`src/design/ntts_pkg.sv`:
```
package ntts_pkg;

  localparam int MAX_NOTES_DEF = 64;

  localparam int KIND_W   = 3;
  localparam int INDEX_W  = 6;
  localparam int PERIOD_W = 16;
  localparam int LENGTH_W = 16;
  localparam int COUNT_W  = 7;

  typedef enum logic [KIND_W-1:0] {
    KIND_LOAD = 3'd0,
    KIND_PLAY = 3'd1,
    KIND_STOP = 3'd2,
    KIND_TONE = 3'd3,
    KIND_BEAT = 3'd4
  } kind_t;

  typedef struct packed {
    logic [KIND_W-1:0]   kind;
    logic [INDEX_W-1:0]  entry_index;
    logic [PERIOD_W-1:0] entry_period;
    logic [LENGTH_W-1:0] entry_length;
  } item_t;

  typedef struct packed {
    logic               speaker_level;
    logic               playing;
    logic [INDEX_W-1:0] note_index;
    logic               finished;
  } result_t;

endpackage

```
`src/design/note_table_tone_sequencer_top.sv`:
```
// Note table tone sequencer: plays a loaded table of notes as a square wave.
// Item channel (item_valid / item_stall / item): one word per event: load a
// table entry, play, stop, tone tick or beat tick. Result channel
// (result_valid / result_stall / result): exactly one word per item with the
// speaker level, playing flag, current note index and a one-word finished
// pulse when the melody ran out on its own.
// Configuration channel (cfg_valid / cfg_ready / cfg_data): writes note_count;
// cfg_ready is always high. Write it only while the block is idle.
// One item per clock while item_stall is low. The result word is registered and
// valid the cycle after the item is taken. The table is held in RAMs read at
// the next position every cycle, so the current period, current length and
// next period are ready when the following tick arrives.
// Reset clears position, counters, level, running and note_count; table
// entries are undefined until loaded.
// While the result register is full and result_stall is high, item_stall is
// raised and the result word holds.
module note_table_tone_sequencer_top #(
  parameter int MAX_NOTES = ntts_pkg::MAX_NOTES_DEF
) (
  input  logic                             clk,
  input  logic                             rst,
  input  logic                             item_valid,
  output logic                             item_stall,
  input  ntts_pkg::item_t                  item,
  output logic                             result_valid,
  input  logic                             result_stall,
  output ntts_pkg::result_t                result,
  input  logic                             cfg_valid,
  output logic                             cfg_ready,
  input  logic [ntts_pkg::COUNT_W-1:0]     cfg_data
);

  localparam int IDX_W = (MAX_NOTES > 1) ? $clog2(MAX_NOTES) : 1;
  localparam int PW    = ntts_pkg::PERIOD_W;
  localparam int LW    = ntts_pkg::LENGTH_W;

  logic                        accept;
  logic [ntts_pkg::COUNT_W-1:0] note_count;

  logic [IDX_W-1:0] position, position_next;
  logic [PW-1:0]    tone_counter, tone_counter_next;
  logic [LW-1:0]    beat_counter, beat_counter_next;
  logic             running, running_next;
  logic             level, level_next;
  logic             done;

  // table write port
  logic             tbl_we;
  logic [IDX_W-1:0] tbl_waddr;
  logic [IDX_W-1:0] rd_cur_addr, rd_nxt_addr;

  logic [PW-1:0] ram_cur_period, ram_nxt_period;
  logic [LW-1:0] ram_cur_length;
  logic [PW-1:0] wr_period;
  logic [LW-1:0] wr_length;
  logic          hit_cur, hit_nxt;

  logic [PW-1:0] cur_period, nxt_period;
  logic [LW-1:0] cur_length;

  logic [PW:0]      tone_inc;
  logic [PW-1:0]    half_m1;
  logic [LW-1:0]    beat_inc;
  logic [IDX_W:0]   pos_inc;

  assign accept     = item_valid && !item_stall;
  assign item_stall = result_valid && result_stall;
  assign cfg_ready  = 1'b1;

  always_ff @(posedge clk) begin
    if (rst) begin
      note_count <= '0;
    end else if (cfg_valid && cfg_ready) begin
      note_count <= cfg_data;
    end
  end

  assign tbl_we    = accept && (item.kind == ntts_pkg::KIND_LOAD)
                     && (32'(item.entry_index) < MAX_NOTES);
  assign tbl_waddr = IDX_W'(item.entry_index);

  // read at the position that holds after this edge
  assign rd_cur_addr = position_next;
  assign rd_nxt_addr = IDX_W'(position_next + 1'b1);

  ntts_ram #(.WIDTH(PW), .DEPTH(MAX_NOTES)) u_period_cur (
    .clk   (clk),
    .we    (tbl_we),
    .waddr (tbl_waddr),
    .wdata (item.entry_period),
    .raddr (rd_cur_addr),
    .rdata (ram_cur_period)
  );

  ntts_ram #(.WIDTH(PW), .DEPTH(MAX_NOTES)) u_period_nxt (
    .clk   (clk),
    .we    (tbl_we),
    .waddr (tbl_waddr),
    .wdata (item.entry_period),
    .raddr (rd_nxt_addr),
    .rdata (ram_nxt_period)
  );

  ntts_ram #(.WIDTH(LW), .DEPTH(MAX_NOTES)) u_length (
    .clk   (clk),
    .we    (tbl_we),
    .waddr (tbl_waddr),
    .wdata (item.entry_length),
    .raddr (rd_cur_addr),
    .rdata (ram_cur_length)
  );

  // forward a load that lands on the address being read in the same cycle
  always_ff @(posedge clk) begin
    if (rst) begin
      hit_cur <= 1'b0;
      hit_nxt <= 1'b0;
    end else begin
      hit_cur <= tbl_we && (tbl_waddr == rd_cur_addr);
      hit_nxt <= tbl_we && (tbl_waddr == rd_nxt_addr);
    end
    if (tbl_we) begin
      wr_period <= item.entry_period;
      wr_length <= item.entry_length;
    end
  end

  assign cur_period = hit_cur ? wr_period : ram_cur_period;
  assign cur_length = hit_cur ? wr_length : ram_cur_length;
  assign nxt_period = hit_nxt ? wr_period : ram_nxt_period;

  assign tone_inc = {1'b0, tone_counter} + 1'b1;
  assign half_m1  = (cur_period >> 1) - 1'b1;
  assign beat_inc = beat_counter + 1'b1;
  assign pos_inc  = {1'b0, position} + 1'b1;

  always_comb begin
    position_next     = position;
    tone_counter_next = tone_counter;
    beat_counter_next = beat_counter;
    running_next      = running;
    level_next        = level;
    done              = 1'b0;
    if (accept) begin
      unique case (item.kind) inside
        ntts_pkg::KIND_PLAY, ntts_pkg::KIND_STOP: begin
          running_next      = (item.kind == ntts_pkg::KIND_PLAY);
          position_next     = '0;
          tone_counter_next = '0;
          beat_counter_next = '0;
          level_next        = 1'b0;
        end
        ntts_pkg::KIND_TONE: begin
          if (running) begin
            if (cur_period < PW'(2)) begin
              tone_counter_next = '0;
              level_next        = 1'b1;
            end else if (tone_inc >= {1'b0, cur_period}) begin
              // wrap to zero: high only when half-1 is zero
              tone_counter_next = '0;
              level_next        = (half_m1 == '0);
            end else begin
              tone_counter_next = tone_inc[PW-1:0];
              level_next        = (tone_inc[PW-1:0] >= half_m1);
            end
          end
        end
        ntts_pkg::KIND_BEAT: begin
          if (running) begin
            if (beat_inc != cur_length) begin
              beat_counter_next = beat_inc;
            end else begin
              beat_counter_next = '0;
              if ((32'(pos_inc) >= 32'(note_count)) || (32'(pos_inc) >= MAX_NOTES)
                  || (nxt_period == '0)) begin
                // melody over
                running_next      = 1'b0;
                position_next     = '0;
                tone_counter_next = '0;
                level_next        = 1'b0;
                done              = 1'b1;
              end else begin
                position_next     = pos_inc[IDX_W-1:0];
                tone_counter_next = '0;
              end
            end
          end
        end
        default: begin
        end
      endcase
    end
  end

  always_ff @(posedge clk) begin
    if (rst) begin
      position     <= '0;
      tone_counter <= '0;
      beat_counter <= '0;
      running      <= 1'b0;
      level        <= 1'b0;
      result_valid <= 1'b0;
    end else begin
      position     <= position_next;
      tone_counter <= tone_counter_next;
      beat_counter <= beat_counter_next;
      running      <= running_next;
      level        <= level_next;
      if (accept) begin
        result_valid <= 1'b1;
      end else if (!result_stall) begin
        result_valid <= 1'b0;
      end
    end
    if (accept) begin
      result.speaker_level <= level_next;
      result.playing       <= running_next;
      result.note_index    <= ntts_pkg::INDEX_W'(position_next);
      result.finished      <= done;
    end
  end

endmodule

```
`src/design/ntts_ram.sv`:
```
module ntts_ram #(
  parameter int WIDTH = 16,
  parameter int DEPTH = 64
) (
  input  logic                     clk,
  input  logic                     we,
  input  logic [$clog2(DEPTH)-1:0] waddr,
  input  logic [WIDTH-1:0]         wdata,
  input  logic [$clog2(DEPTH)-1:0] raddr,
  output logic [WIDTH-1:0]         rdata
);

  logic [WIDTH-1:0] mem [DEPTH];

  always_ff @(posedge clk) begin
    if (we) begin
      mem[waddr] <= wdata;
    end
    rdata <= mem[raddr];
  end

endmodule
```
`config.mk`:
```
export PLATFORM = sky130hd
export DESIGN_NAME = note_table_tone_sequencer_top
export DESIGN_NICKNAME = d
export VERILOG_FILES = /design/src/design/ntts_pkg.sv /design/src/design/note_table_tone_sequencer_top.sv /design/src/design/ntts_ram.sv
export SDC_FILE = /design/constraint.sdc
export NUM_CORES = 2
export LEC_CHECK = 0
export BUFFER_PORTS_ARGS = -buffer_cell sky130_fd_sc_hd__buf_2
export CAP_MARGIN = 20
export CORE_MARGIN = 10
export CORE_UTILIZATION = 30
export DETAILED_ROUTE_END_ITERATION = 8
export PLACE_DENSITY = 0.46
export SLEW_MARGIN = 25
export SYNTH_ARGS = -nofsm -noshare
export SYNTH_HDL_FRONTEND = slang
export SYNTH_SLANG_ARGS = --single-unit
export TNS_END_PERCENT = 5
```
`constraint.sdc`:
```
create_clock -name clk -period 7 [get_ports clk]
set_clock_uncertainty 0.1 [all_clocks]
set_input_delay 0.35 -clock clk [delete_from_list [all_inputs] [get_ports clk]]
set_output_delay 0.35 -clock clk [all_outputs]
set_load 0.05 [all_outputs]
```
# ---- Yosys cells after proc, flatten, opt, wreduce, memory -nomap -nowiden
# Memories as Yosys holds them, arrays and structs flattened. A register that Yosys moved wholly into a read port is not among the register bits.
# Cells that the tools add are included.
dict set report totals {
  n_memories 3
  mem_bits_ro 0
  wordCells 93
  ramBits 3072
  output_inout_bits 12
  latch_bits 0
  ff_bits 91
}
dict set report op_classes {
  muxes 35
  n_reduce_logical 17
  n_div 0
  shifts 0
  multipliers 0
  bitwise 2
  eq_ne 11
  n_lt_le_gt_ge 5
  addsub 5
}
# name words word_bits rd rd_ports_with_merged_regs write_ports line_no
set memory_table {}
lappend memory_table {u_length.mem 64 16 1 1 1 ntts_ram.sv:13} ;# logic [WIDTH-1:0] mem [DEPTH];
lappend memory_table {u_period_cur.mem 64 16 1 1 1 ntts_ram.sv:13}
lappend memory_table {u_period_nxt.mem 64 16 1 1 1 ntts_ram.sv:13}
# cell n
set ops {}
lappend ops {{16-bit 2-to-1 mux} 10}
lappend ops {{16-bit case mux with 3 select lines} 1}
lappend ops {{16-bit logical NOT} 2}
lappend ops {{16-bit case mux with 2 select lines} 1}
lappend ops {{6-bit 2-to-1 mux} 4}
lappend ops {{16-bit by 1-bit adder with 17-bit output (second input constant)} 1}
lappend ops {{17-bit by 16-bit greater-or-equal comparator with 1-bit output} 1}
lappend ops {{16-bit by 1-bit adder with 16-bit output (second input constant)} 1}
lappend ops {{16-bit greater-or-equal comparator} 1}
lappend ops {{16-bit by 2-bit less-than comparator with 1-bit output (second input constant)} 1}
lappend ops {{1-bit 2-to-1 mux} 16}
lappend ops {{16-bit inequality test} 1}
lappend ops {{15-bit by 1-bit subtractor with 16-bit output (second input constant)} 1}
lappend ops {{6-bit equality test} 2}
lappend ops {{6-bit case mux with 2 select lines} 1}
lappend ops {{6-bit by 1-bit adder with 7-bit output (second input constant)} 1}
lappend ops {{7-bit greater-or-equal comparator} 1}
lappend ops {{7-bit greater-or-equal comparator (second input constant)} 1}
lappend ops {{6-bit by 1-bit adder with 6-bit output (second input constant)} 1}
lappend ops {{3-bit by 2-bit equality test with 1-bit output (second input constant)} 2}
lappend ops {{2-bit inequality test (second input constant)} 3}
lappend ops {{1-bit logical AND} 5}
lappend ops {{5-bit AND reduction} 1}
lappend ops {{3-bit by 1-bit equality test with 1-bit output (second input constant)} 1}
lappend ops {{other kinds (13)} 15}

# ---- Depth between registers and ports, before layout
dict set report depth {
  depth_word 12
  depth_mapped 31
}

# ---- By module
# Synthesis repeated with hierarchy kept, for this count alone.
dict set report unflattened {
  hier_cells 6164
  hier_area_um2 126353.7
}
# mod cells_each instances area_each_um2 seq_area_each_um2
set by_module_without_submodules {}
lappend by_module_without_submodules {ntts_ram 1829 3 40042.2 31069.8}
lappend by_module_without_submodules {note_table_tone_sequencer_top 677 1 6227.2 2232.1}

# ---- Worst setup path after synthesis
# No wires, ideal clock.
dict set report synth_path {
  path_type {register to register}
  startpoint {register position[0]}
  endpoint {register u_period_nxt.rdata[4] (read register of u_period_nxt.mem)}
  n_path_buf 9
  stages_incl_launch_ff 31
  path_slack_ns 1.107
  arrival_time_ns 5.677
  period_less_slack_ns 5.893
  path_cell_list {dfxtp_1 and3_1 clkbuf_1 nand3_1 xnor2_1 ha_1 a21o_1 a221oi_1 o21ai_0 a211oi_2 nand2_1 nor3_4 mux2i_1 buf_2 buf_2 buf_2 buf_2 inv_1 ha_1 clkbuf_1 nor2b_1 clkbuf_1 nand2_1 a21o_1 clkbuf_1 buf_1 o221ai_1 nor2_1 a311oi_1 o21ai_0 and4_1}
}
dict set report synth_between {
  elab_chain_cells 10
}
# element line_no
set synth_rtl {}
lappend synth_rtl {{from (decl)} note_table_tone_sequencer_top.sv:40} ;# logic [IDX_W-1:0] position, position_next;
lappend synth_rtl {{from (signal assigned)} note_table_tone_sequencer_top.sv:204} ;# position <= position_next;
lappend synth_rtl {{6-bit by 1-bit adder with 7-bit output} note_table_tone_sequencer_top.sv:135} ;# assign pos_inc = {1'b0, position} + 1'b1;
lappend synth_rtl {{7-bit greater-or-equal comparator} note_table_tone_sequencer_top.sv:174} ;# if ((32'(pos_inc) >= 32'(note_count)) || (32'(pos_inc) >= MAX_NOTES)
lappend synth_rtl {{1-bit logical OR} note_table_tone_sequencer_top.sv:174}
lappend synth_rtl {{1-bit logical OR} note_table_tone_sequencer_top.sv:175} ;# || (nxt_period == '0)) begin
lappend synth_rtl {{6-bit 2-to-1 mux} note_table_tone_sequencer_top.sv:174}
lappend synth_rtl {{6-bit 2-to-1 mux} note_table_tone_sequencer_top.sv:170} ;# if (beat_inc != cur_length) begin
lappend synth_rtl {{6-bit 2-to-1 mux} note_table_tone_sequencer_top.sv:169} ;# if (running) begin
lappend synth_rtl {{6-bit case mux with 2 select lines} note_table_tone_sequencer_top.sv:145} ;# unique case (item.kind) inside
lappend synth_rtl {{6-bit 2-to-1 mux (*)} note_table_tone_sequencer_top.sv:144} ;# if (accept) begin
lappend synth_rtl {{named net position_next[0]} note_table_tone_sequencer_top.sv:40}
lappend synth_rtl {{6-bit by 1-bit adder with 6-bit output (*)} note_table_tone_sequencer_top.sv:84} ;# assign rd_nxt_addr = IDX_W'(position_next + 1'b1);
lappend synth_rtl {{to (decl)} ntts_ram.sv:10} ;# output logic [WIDTH-1:0] rdata
# The timed path passes the listed nets; every way through them passes the cells marked *.
# A chain may end at the register's enable or synchronous reset.

# ---- Final worst setup path
dict set report layout_path {
  startpoint {register position[0]}
  endpoint {register u_period_nxt.rdata[13] (read register of u_period_nxt.mem)}
}
# Same word-level chain as after synthesis.

==> key figures <==
Route
  • DR vias/cell: 5.97
  • Initial DRC count: 9349
  • Drt wl/cell: 34.9 µm
  • Post-route ant nets: 0
  • Final WL: 402000 µm
  • TritonRoute pass-1 iters: 8
  • Drt drc: 0
  • Via count: 68700

Timing
  • Worst Tran Pin Value: 1290 ps
  • TNS Setup: 0 ps
  • Final Slew Violations: 0
  • Count of final setup violators: 0
  • Hold WS: 60.0 ps
  • Fin. Hold Viols: 0
  • FMAX: 156 MHz
  • Final worst-path setup slack: 576 ps
  • Minimum clock period: 6420 ps
  • Worst slew margin: 0.138
  • RSZ-0062 raised after global routing: false
  • Crit share post-route: 0.918

Synthesis
  • Leading area contributor after synthesis: edfxtp_1
  • Syn Nets: 6852
  • Synth warn: 0
  • Top cells by count, synth: edfxtp_1, nand2_1, mux4_2
  • Fraction of registers with async set/reset: 0
  • Synthesized area: 100000 µm²
  • #FFs+latches synth: 2187
  • Seq/Total Area, Yosys: 0.644
  • Top-area cell type share of the netlist area: 0.624
  • Post-synth EDFFs: 2089
  • Syn Inst Count: 6754
  • Most frequent cell after synthesis: edfxtp_1
  • Yosys cell types: 78
  • Synth top area cells: edfxtp_1, mux4_2, nand2_1, mux2i_1, a32oi_1
  • Syn Area/Cell: 14.9 µm²
  • Ys flop type: edfxtp_1

Die
  • Io pins: 65
  • Die Area: 358000 µm²
  • Die Wd: 599 µm
  • Rows: 212
  • Initial Utilization: 0.301
  • Core box area: 333000 µm²
  • DIE HEIGHT: 599 µm

Global route
  • Largest net degree at the start of global routing: 164
  • Vias in the first global route: 66500
  • GRT Util Overall: 0.216
  • Gr ovfl total: 0
  • First-pass GRT wire length: 551000 µm
  • Initial antenna violation count: 33

Layout
  • Final layout net count: 7004
  • Final core utilization: 0.351
  • Fraction of layout cells with a size suffix above 1: 0.201
  • Syn-to-layout area delta: 16.6%
  • Final Cell Area: 117000 µm²

Place
  • I/O Buffers: 63
  • GP Congestion: 0.871
  • Post-DP HPWL: 234000 µm
  • Post-place setup slack: 829 ps
  • Placed Area: 108000 µm²

CTS
  • Total CTS buffers: 245
  • Clock sink count: 2187
  • H-tree depth: 4
  • Worst-path clk slew: 70 ps
  • Postcts setup bufs: 0
  • CTS root buffer: clkbuf_16
  • Skew-Pair Late Insertion Delay: 950 ps
  • Post-CTS Resized: 0
  • Max clock buf depth: 4
  • Clock tree from TritonCTS: done

Job
  • Max Cap Viol: 0

Status
  • Run status: completed

Setup path
  • CP Class: reg -> reg
  • Crit path max fanout: 23
  • Worst Setup End Kind: register
  • Worst endpoint required time: 7670 ps
  • Launching element type of the critical path: register
  • CP arrival: 7100 ps

Power
  • Leakage power: 0.0389 µW
  • P per Cell Area: 239 nW/µm²
  • VDD IR max: 0.000214 V

Worst hold path
  • HP Class: in -> reg
-- cell families after synthesis --
logic type | synth area share
XOR/XNOR | 0.00656
flip-flops | 0.644
AO/OA/AOI/OAI | 0.0780
buffers and inverters | 0.0224
other | 0.0000373
multiplexers | 0.152
AND/OR/NAND/NOR | 0.0918
adder cells (fa/ha/maj) | 0.00560
-- worst paths after layout --
path | to | slack, ps | cells after the start | start
hold / removal | u_period_cur.mem[61][0]$_DFFE_PP_ | 60 | 2 | item[16]
hold reg to reg | beat_counter[15]$_SDFFE_PP0P_ | 420 | 2 | beat_counter[15]$_SDFFE_PP0P_
setup / recovery | u_period_nxt.rdata[13]$_DFF_P_ | 580 | 22 | position[0]$_SDFF_PP0_
setup reg to reg | u_period_nxt.rdata[13]$_DFF_P_ | 580 | 22 | position[0]$_SDFF_PP0_
-- registers in the layout, summed over array words and instances, names as in the netlist, 16 cells and up --
name	flops
u_period_cur.mem	448
wr_length	16
u_length.rdata	16
u_period_nxt.rdata	16
u_period_cur.rdata	16
beat_counter	16
wr_period	16
tone_counter	16
u_length.mem	1024
u_period_nxt.mem	576
-- power breakdown --
part | switching (µW) | leakage, µW | total [µW] | internal, µW
Combinational | 364 | 0.0153 | 457 | 93.4
Sequential | 9.55 | 0.0196 | 14300 | 14300
Clock | 5450 | 0.00398 | 13200 | 7740
-- final cells by class --
| cell class | count | area [µm²] |
|---|---|---|
| inverter | 28 | 113 |
| sequential | 2187 | 64700 |
| tap | 4387 | 5490 |
| clock buffer | 310 | 6690 |
| clock inverter | 141 | 1440 |
| fill | 31500 | 216000 |
| antenna | 7 | 17.5 |
| multi-input combinational | 4019 | 34300 |
| timing repair buffer | 425 | 4370 |
-- per-layer routing --
layer  part of all wire  vias up  GRT usage
met4              0.051       10     0.0944
met3              0.093      862     0.0445
met2               0.45     4230      0.333
li1                   -    27600          -
met1               0.41    36000      0.295
met5            0.00023        -          0
-- placed cells by master (no fill, tap or decap), drive strengths merged, types with 148 or more instances in the layout --
master,instances
buf,359
nand2,1094
mux4,544
mux2i,293
edfxtp,2089
nor2,233
nand3,227
clkbuf,310
a32oi,257
and3,148
a22oi,265
-- stage by stage --
step | instances | total power, µW
finish | 11500 | 28000
global route | 11500 | 28800
CTS | 11500 | 28200
detailed placement | 11000 | 15000
global placement | 11000 | 15000
floorplan | 6754 | 14800
-- what timing repair did --
action                                  4_1_cts  5_1_grt
endpoints found under the setup margin        0        0
endpoints found under the hold margin       337     1365
hold buffers                                 45       21
-- worst max-delay path: stages (launching register included) --
cell and delay [ps]:
dfxtp_1 630, and3_1 370, nand3_1 160, xnor2_1 290, ha_1 310, a21o_1 180, a221oi_1 220, o21ai_0 170
a211oi_2 340, nand2_1 210, nor3_4 210, mux2i_4 110, inv_1 160, ha_4 260, nor2b_4 370, buf_4 470
buf_4 410, nand3_1 120, nand4_1 110, nor2_1 40, a311oi_1 610, o21ai_0 160, and4_1 180
(Power assumes the default switching activity.)
